`src/sv/assert_macros.svh`:
```
// Assertion macros used by the top level of the ordered list store.
// Clocked on clk, disabled while rst_n is low; define NO_ASSERTIONS to drop them.
`ifndef ASSERT_MACROS_SVH
`define ASSERT_MACROS_SVH

`ifndef NO_ASSERTIONS

`define OLSD_ASSERT_ALWAYS(lbl, prop) \
  lbl: assert property (@(posedge clk) disable iff (!rst_n) (prop)) \
    else $error("olsd assertion failed");

`define OLSD_ASSERT_IMP(lbl, cond, prop) \
  lbl: assert property (@(posedge clk) disable iff (!rst_n) (cond) |-> (prop)) \
    else $error("olsd assertion failed");

`define OLSD_ASSERT_NXT(lbl, cond, prop) \
  lbl: assert property (@(posedge clk) disable iff (!rst_n) (cond) |=> (prop)) \
    else $error("olsd assertion failed");

`else

`define OLSD_ASSERT_ALWAYS(lbl, prop)
`define OLSD_ASSERT_IMP(lbl, cond, prop)
`define OLSD_ASSERT_NXT(lbl, cond, prop)

`endif

`endif

```
`src/sv/olsd_pkg.sv`:
```
// Package for the ordered list store: widths, command and status codes, cell ops.
// No dependencies.
package olsd_pkg;

  localparam int DEPTH_DEF = 16;
  localparam int DATA_W    = 32;
  localparam int CMD_W     = 2;
  localparam int STATUS_W  = 2;
  localparam int COUNT_W   = 5;

  typedef enum logic [CMD_W-1:0] {
    CMD_ADD    = 2'd0,
    CMD_REMOVE = 2'd1,
    CMD_SIZE   = 2'd2,
    CMD_CLEAR  = 2'd3
  } cmd_t;

  typedef enum logic [STATUS_W-1:0] {
    ST_OK       = 2'd0,
    ST_EMPTY    = 2'd1,
    ST_NOTFOUND = 2'd2,
    ST_FULL     = 2'd3
  } status_t;

  typedef enum logic [1:0] {
    CELL_HOLD  = 2'd0,
    CELL_LOAD  = 2'd1,
    CELL_LEFT  = 2'd2,
    CELL_RIGHT = 2'd3
  } cell_op_t;

  typedef struct packed {
    cell_op_t op;
  } cell_ctl_t;

endpackage

```
`src/sv/olsd_cell.sv`:
```
// One storage cell of the list row: holds one entry, compares it, shifts to neighbors.
// Depends on olsd_pkg.
module olsd_cell (
  input  logic                               clk,
  input  olsd_pkg::cell_ctl_t                ctl,
  input  logic signed [olsd_pkg::DATA_W-1:0] value,
  input  logic signed [olsd_pkg::DATA_W-1:0] left_data,
  input  logic signed [olsd_pkg::DATA_W-1:0] right_data,
  output logic signed [olsd_pkg::DATA_W-1:0] entry,
  output logic                               eq
);
  import olsd_pkg::*;

  logic signed [DATA_W-1:0] entry_r;
  logic signed [DATA_W-1:0] entry_nxt;

  always_comb begin
    unique case (ctl.op)
      CELL_LOAD:  entry_nxt = value;
      CELL_LEFT:  entry_nxt = left_data;
      CELL_RIGHT: entry_nxt = right_data;
      default:    entry_nxt = entry_r;
    endcase
  end

  always_ff @(posedge clk) begin
    entry_r <= entry_nxt;
  end

  assign entry = entry_r;
  assign eq    = (entry_r == value);

endmodule

```
`src/sv/olsd_first_hit.sv`:
```
// Marks every cell at or behind the first matching cell (m | -m over the match vector).
// Depends on olsd_pkg for the default depth.
module olsd_first_hit #(
  parameter int DEPTH = olsd_pkg::DEPTH_DEF
) (
  input  logic [DEPTH-1:0] match,
  output logic [DEPTH-1:0] from_hit,
  output logic             found
);

  assign from_hit = match | (~match + {{(DEPTH-1){1'b0}}, 1'b1});
  assign found    = |match;

endmodule

```
`src/sv/ordered_list_store_delete_by_value.sv`:
```
// Top level of the ordered list store: row of cells, counter, command decode, result register.
// Depends on olsd_pkg, olsd_cell, olsd_first_hit and assert_macros.svh.
//
// A command is taken at any clock edge with start high; busy is always low, so one
// command per cycle is sustained. Its result appears on out_status/out_count with
// out_valid in the cycle after the transfer and cannot be stalled. The cycle is set by
// the cell row: every cell compares its entry with in_value in parallel, a single
// DEPTH-wide add finds the first hit, and all moving cells change in the same edge. The entry
// store needs no clearing pass after reset.
`include "assert_macros.svh"

module ordered_list_store_delete_by_value #(
  parameter int DEPTH = olsd_pkg::DEPTH_DEF
) (
  input  logic                                 clk,
  input  logic                                 rst_n,
  input  logic                                 start,
  output logic                                 busy,
  input  logic [olsd_pkg::CMD_W-1:0]           in_cmd,
  input  logic signed [olsd_pkg::DATA_W-1:0]   in_value,
  input  logic                                 cfg_we,
  input  logic                                 cfg_order_mode,
  output logic                                 out_valid,
  output logic [olsd_pkg::STATUS_W-1:0]        out_status,
  output logic [olsd_pkg::COUNT_W-1:0]         out_count
);
  import olsd_pkg::*;

  localparam int CNT_W = $clog2(DEPTH + 1);
  localparam logic [CNT_W-1:0] FULL_CNT = CNT_W'(DEPTH);

  logic                     mode_r;
  logic [CNT_W-1:0]         used_r;
  logic [CNT_W-1:0]         used_nxt;
  logic                     out_valid_r;
  logic [STATUS_W-1:0]      out_status_r;
  logic [STATUS_W-1:0]      status_nxt;
  logic [COUNT_W-1:0]       out_count_r;

  logic                     accept;
  logic                     full;
  logic                     found;
  cmd_t                     cmd;
  logic [DEPTH-1:0]         eq_vec;
  logic [DEPTH-1:0]         match;
  logic [DEPTH-1:0]         from_hit;
  logic signed [DATA_W-1:0] ent [DEPTH];
  cell_ctl_t                ctl [DEPTH];

  assign busy   = 1'b0;
  assign accept = start && !busy;
  assign cmd    = cmd_t'(in_cmd);
  assign full   = (used_r == FULL_CNT);

  olsd_first_hit #(.DEPTH(DEPTH)) u_hit (
    .match    (match),
    .from_hit (from_hit),
    .found    (found)
  );

  for (genvar i = 0; i < DEPTH; i++) begin : g_cell
    logic signed [DATA_W-1:0] left_d;
    logic signed [DATA_W-1:0] right_d;

    if (i == 0) begin : g_first
      assign left_d = in_value;
    end else begin : g_mid
      assign left_d = ent[i-1];
    end
    if (i == DEPTH - 1) begin : g_last
      assign right_d = ent[i];
    end else begin : g_inner
      assign right_d = ent[i+1];
    end

    assign match[i] = eq_vec[i] && (CNT_W'(i) < used_r);

    always_comb begin
      ctl[i].op = CELL_HOLD;
      if (accept) begin
        unique case (cmd)
          CMD_ADD: begin
            if (!full) begin
              if (!mode_r) begin
                ctl[i].op = (i == 0) ? CELL_LOAD : CELL_LEFT;
              end else if (used_r == CNT_W'(i)) begin
                ctl[i].op = CELL_LOAD;
              end
            end
          end
          CMD_REMOVE: begin
            if (from_hit[i]) begin
              ctl[i].op = CELL_RIGHT;
            end
          end
          default: ctl[i].op = CELL_HOLD;
        endcase
      end
    end

    olsd_cell u_cell (
      .clk        (clk),
      .ctl        (ctl[i]),
      .value      (in_value),
      .left_data  (left_d),
      .right_data (right_d),
      .entry      (ent[i]),
      .eq         (eq_vec[i])
    );
  end

  always_comb begin
    used_nxt   = used_r;
    status_nxt = ST_OK;
    unique case (cmd)
      CMD_ADD: begin
        if (full) begin
          status_nxt = ST_FULL;
        end else begin
          used_nxt = used_r + 1'b1;
        end
      end
      CMD_REMOVE: begin
        if (used_r == '0) begin
          status_nxt = ST_EMPTY;
        end else if (!found) begin
          status_nxt = ST_NOTFOUND;
        end else begin
          used_nxt = used_r - 1'b1;
        end
      end
      CMD_CLEAR: used_nxt = '0;
      default:   used_nxt = used_r;
    endcase
  end

  always_ff @(posedge clk) begin
    if (!rst_n) begin
      mode_r      <= 1'b0;
      used_r      <= '0;
      out_valid_r <= 1'b0;
    end else begin
      if (cfg_we) begin
        mode_r <= cfg_order_mode;
      end
      out_valid_r <= accept;
      if (accept) begin
        used_r <= used_nxt;
      end
    end
  end

  always_ff @(posedge clk) begin
    if (accept) begin
      out_status_r <= status_nxt;
      out_count_r  <= COUNT_W'(used_nxt);
    end
  end

  assign out_valid  = out_valid_r;
  assign out_status = out_status_r;
  assign out_count  = out_count_r;

  `OLSD_ASSERT_ALWAYS(a_used_bound, used_r <= FULL_CNT)
  `OLSD_ASSERT_NXT(a_result_follows, accept, out_valid)
  `OLSD_ASSERT_NXT(a_clear_empties, accept && cmd == CMD_CLEAR, used_r == '0 && out_count == '0)
  `OLSD_ASSERT_IMP(a_full_count, out_valid && out_status == ST_FULL, used_r == FULL_CNT)

endmodule
```
`config.mk`:
```
export PLATFORM = sky130hd
export DESIGN_NAME = ordered_list_store_delete_by_value
export DESIGN_NICKNAME = d
export VERILOG_FILES = /design/src/sv/olsd_pkg.sv /design/src/sv/olsd_cell.sv /design/src/sv/olsd_first_hit.sv /design/src/sv/ordered_list_store_delete_by_value.sv
export VERILOG_INCLUDE_DIRS = /design/src /design/src/sv
export SDC_FILE = /design/constraint.sdc
export NUM_CORES = 2
export LEC_CHECK = 0
export BUFFER_PORTS_ARGS = -buffer_cell sky130_fd_sc_hd__buf_2
export CORE_ASPECT_RATIO = 2
export CORE_MARGIN = 5
export CORE_UTILIZATION = 30
export DETAILED_ROUTE_END_ITERATION = 6
export MAX_ROUTING_LAYER = met4
export SETUP_SLACK_MARGIN = 0.2
export SYNTH_ARGS = -nofsm -noshare
export SYNTH_HDL_FRONTEND = slang
export SYNTH_SLANG_ARGS = --single-unit
```
`constraint.sdc`:
```
create_clock -name clk -period 11.3 [get_ports clk]
set_input_delay 0.565 -clock clk [delete_from_list [all_inputs] [get_ports clk]]
set_output_delay 0.565 -clock clk [all_outputs]
set_load 0.02 [all_outputs]
```
==> qor.tcl <==
set qor(status) {finished, violations left}
set qor(failing_checks) {DRC, capacitance limit, slew limit}
set qor(most_frequent_cells_in_the_layout) {519 x edfxtp_1, 477 x nand2_1, 280 x xor2_1, 231 x xnor2_1, 225 x a22oi_1}
set qor(maxSlewViolCount) 19
set qor(timing.critical_path.arrival_ps) 6170
set qor(net-switching-power_mw) 1.49
set qor(max_cap_violations) 9
set qor(synth_async_sr_flop_share_pct) 0
set qor(area_delta_synth_final_pct) 10.6
set qor(final.period_utilization_pct) 51.6
set qor(synthDominantAreaCellType) {edfxtp_1}
set qor(design.core.area_um2) 111000
set qor(finalNetCount) 3270
set qor(ys_seq_area_share_pct) 46.9
set qor(post_synth.cell_area_avg_um2) 10.0
set qor(hold_path.class) {in2reg}
set qor(tritoncts_buffer_count) 51
set qor(critical_path_maximum_fanout) 65
set qor(dieHeight_um) 483
set qor(r2r-end) {g_cell[10].u_cell.entry[21]}
set qor(ctsLongestPathBuffers) 3
set qor(routedWlPerCell_um) 36.2
set qor(setup.worst_path.end_class) {register}
set qor(maxClockFrequency_mhz) 172
set qor(place_ws_ps) 5590
set qor(post-route-min-period_ps) 5830
set qor(crit_top_cell) {nor4_1}
set qor(worst_slew_pin_slew_ps) 1640
set qor(worst_skew_pair.late_latency_ps) 660
set qor(post-dp-hpwl_um) 128000
set qor(cts_repair_resize_count) 0
set qor(vias) 29000
set qor(ff2ff_setup_slack_ps) 5510
set qor(most_frequent_standard_cell_in_the_layout_excluding_fill_and_tap_cells) {edfxtp_1}
set qor(timing.slew.headroom_pct) -10.3
set qor(p_sw_share_pct) 30.2
set qor(synth.net_count) 3395
set qor(post_cts_buffers) 0
set qor(initial_antenna_violation_count) 7
set qor(hold_violations) 0
set qor(post_route_cells_drive_above_1_share_pct) 8.20
set qor(synth_seq_cells) 526
set qor(die_width_um) 246
set qor(post_synth_main_area_contributors) {edfxtp_1 46%, xor2_1 7.4%, xnor2_1 6.2%}
set qor(holdBufCountCts) 0
set qor(clock-sinks) 526
set qor(yosys.area.top_type_share_pct) 46.5
set qor(synth_ff_type) {edfxtp_1}
set qor(cpPeakStageDelay_ps) 1200
set qor(routed_wirelength_um) 172000
set qor(cp_top_family) {simple AND/OR/NAND/NOR gates}
set qor(postRouteAntennaNets) 0
set qor(reg2reg_from) {g_cell[6].u_cell.entry[12]}
set qor(power.combinational.fraction_pct) 15.7
set qor(pwr-share-seq_pct) 46.3
set qor(cts.reportedPaths.clkPinSlew_ps) 70
set qor(place.gp.congestion) 1.08
set qor(global_route.usage.total_pct) 29.2
set qor(syn_inst) 3350
set qor(clock-skew-final_ps) 33.2
set qor(final.fill_count) 11300
set qor(drt_iter0_markers) 3098
set qor(cp_num_buf_inv) 3
set qor(detailedRoute.firstPassIterationCount) 7
set qor(first_pass_grt_wire_length_um) 234000
set qor(grt_setup_unrepaired) {no}
set qor(setup_viol) 0
set qor(worst_setup_path_start_kind) {primary input}
set qor(grt_start_max_net_pins) 179
set qor(post_detailed_route_via_to_cell_ratio) 6.08
set qor(yosysWarningCount) 0
set qor(route.detailed.drc) 1
set qor(ios) 48
set qor(static-leakage-power_nw) 12.0
set qor(power_density_nw_per_um2) 133
set qor(portBuffers) 46
set qor(design_area_um2) 37100
set qor(vias_in_the_first_global_route) 28500
set qor(power.internal_mw) 3.44
set qor(clk_root_buffer_cell) {clkbuf_16}
set qor(min_delay_worst_endpoint) {mode_r}
set qor(min_from) {cfg_order_mode}
set qor(setup-tns-final_ps) 0
set qor(hold_path_depth) 3
set qor(cts_tree) {built}
set qor(worst_ir_drop_vdd_uv) 105
set qor(reg2reg_depth) 9
set qor(clkPwrFrac_pct) 38.0
set qor(mappedNetlistArea_um2) 33500
set qor(final.setup.worst_slack_ps) 5470
set qor(overflow) 0
set qor(cp_cell_sequence) {buf_2 > xor2_1 > nor4_1 > nand4_1 > nor4_1 > nor4_1 > nor4b_1 > a31o_2 > buf_4 > nand2_1 > buf_4}
set qor(critical-path-slowest-cell) {xor2_1}
set qor(worstSetupPathType) {in2reg}
set qor(synth_enable_flop_cells) 519
set qor(htreeDepth) 2
set qor(synth.distinct_cells) 78
set qor(die_area_um2) 119000
set qor(placed_cell_area_um2) 35200
set qor(worstPathRequired_ps) 11640
set qor(initial_core_util_pct) 30.2
set qor(placementRows) 173
## synth_stat cells (6+ instances only)
| cell type | number |
|---|---|
| a22oi_1 | 225 |
| nand4_1 | 112 |
| inv_1 | 71 |
| o2bb2ai_1 | 34 |
| xor2_1 | 283 |
| and3_1 | 7 |
| buf_1 | 35 |
| nand4b_1 | 13 |
| clkbuf_1 | 184 |
| nor4b_1 | 12 |
| nor4_1 | 119 |
| or4_1 | 12 |
| buf_2 | 73 |
| a21o_1 | 99 |
| nand2_1 | 479 |
| o21ai_0 | 208 |
| xnor2_1 | 239 |
| o311ai_0 | 29 |
| dfxtp_1 | 7 |
| nand2b_1 | 11 |
| nand3_1 | 31 |
| mux2i_1 | 34 |
| nor2b_1 | 14 |
| ha_1 | 6 |
| nor3_1 | 72 |
| a21oi_1 | 26 |
| edfxtp_1 | 519 |
| o211ai_1 | 32 |
| nor2_1 | 70 |
| a22o_1 | 64 |
| a221o_1 | 32 |
| o31ai_1 | 99 |
## worst max-delay path by stage
stage	startpoint	end	slack, ps	depth (start not counted)
floorplan	in_value[26]	g_cell[5].u_cell.entry[0]	6540	9
global placement	in_value[19]	g_cell[14].u_cell.entry[9]	5520	12
detailed placement	in_value[19]	g_cell[15].u_cell.entry[16]	5590	12
CTS	used_r[0]	g_cell[10].u_cell.entry[21]	6070	10
global route	g_cell[9].u_cell.entry[28]	g_cell[10].u_cell.entry[21]	5690	10
finish	in_value[24]	g_cell[10].u_cell.entry[21]	5470	11
## through the flow
step / power [mW] / hold WS, ps / util, % / instances
after global routing: 5.02 / 220 / 33.4 / 4761
final: 4.93 / 201 / 33.4 / 4761
after floorplan: 2.71 / 542 / - / 3350
after global placement: 3.02 / 556 / 31.7 / 4652
after CTS: 4.88 / 196 / 33.2 / 4747
after detailed placement: 3.03 / 557 / 31.7 / 4652
## layer usage
| layer | GRT usage (%) | up-vias | part of all wire (%) |
|---|---|---|---|
| li1 | - | 12400 | - |
| met1 | 25.0 | 14200 | 29 |
| met2 | 49.0 | 1675 | 50 |
| met3 | 6.30 | 770 | 6.3 |
| met4 | 32.9 | 0 | 15 |
| met5 | - | - | 0 |
## power by group through the flow
stage | clock network [mW] | registers [mW] | logic [mW]
global route | 1.95 | 2.29 | 0.787
detailed placement | 0 | 2.32 | 0.708
CTS | 1.89 | 2.28 | 0.709
finish | 1.87 | 2.28 | 0.775
floorplan | 0 | 2.30 | 0.406
global placement | 0 | 2.32 | 0.700
## worst register-to-register path, cell delays in order (launching register included)
cell	delay, ps
edfxtp_1	440
xor2_1	1150
nor4_1	250
and3_1	280
nor4_1	1240
nor4b_1	850
a31o_2	280
buf_4	490
nand2_1	170
buf_4	300
## flip-flops by register name (all words and copies together), names as in the netlist
name                 count
out_count                5
g_cell.u_cell.entry    512
used_r                   5
out_status               2
mode_r                   1
out_valid                1
## logic make-up (layout without fill, tap and decap cells)
kind of cell               count (synthesis)  count (layout)  synth area share (%)
muxes                                     34              34                  1.01
AOI/OAI and AO/OA                        901             901                  19.3
other                                      1               8                0.0112
buffers and inverters                    371             288                  4.51
adders and majority gates                  6               6                 0.224
DFF                                      526             526                  46.9
and+or+nand+nor                          989             989                  14.4
xor gates and xnor gates                 522             522                  13.6
## area by class of cell
type / instances / area (um^2) / area share, %
Inverter: 73 / 279 / 0.752
Clock buffer: 57 / 1300 / 3.50
Multi-Input combinational cell: 2453 / 16600 / 44.8
Timing Repair Buffer: 120 / 855 / 2.30
Sequential cell: 526 / 15700 / 42.4
Clock inverter: 38 / 420 / 1.13
Tap cell: 1487 / 1860 / 5.02
Antenna cell: 7 / 17.5 / 0.0472
Power figures use the tool's default switching activity.
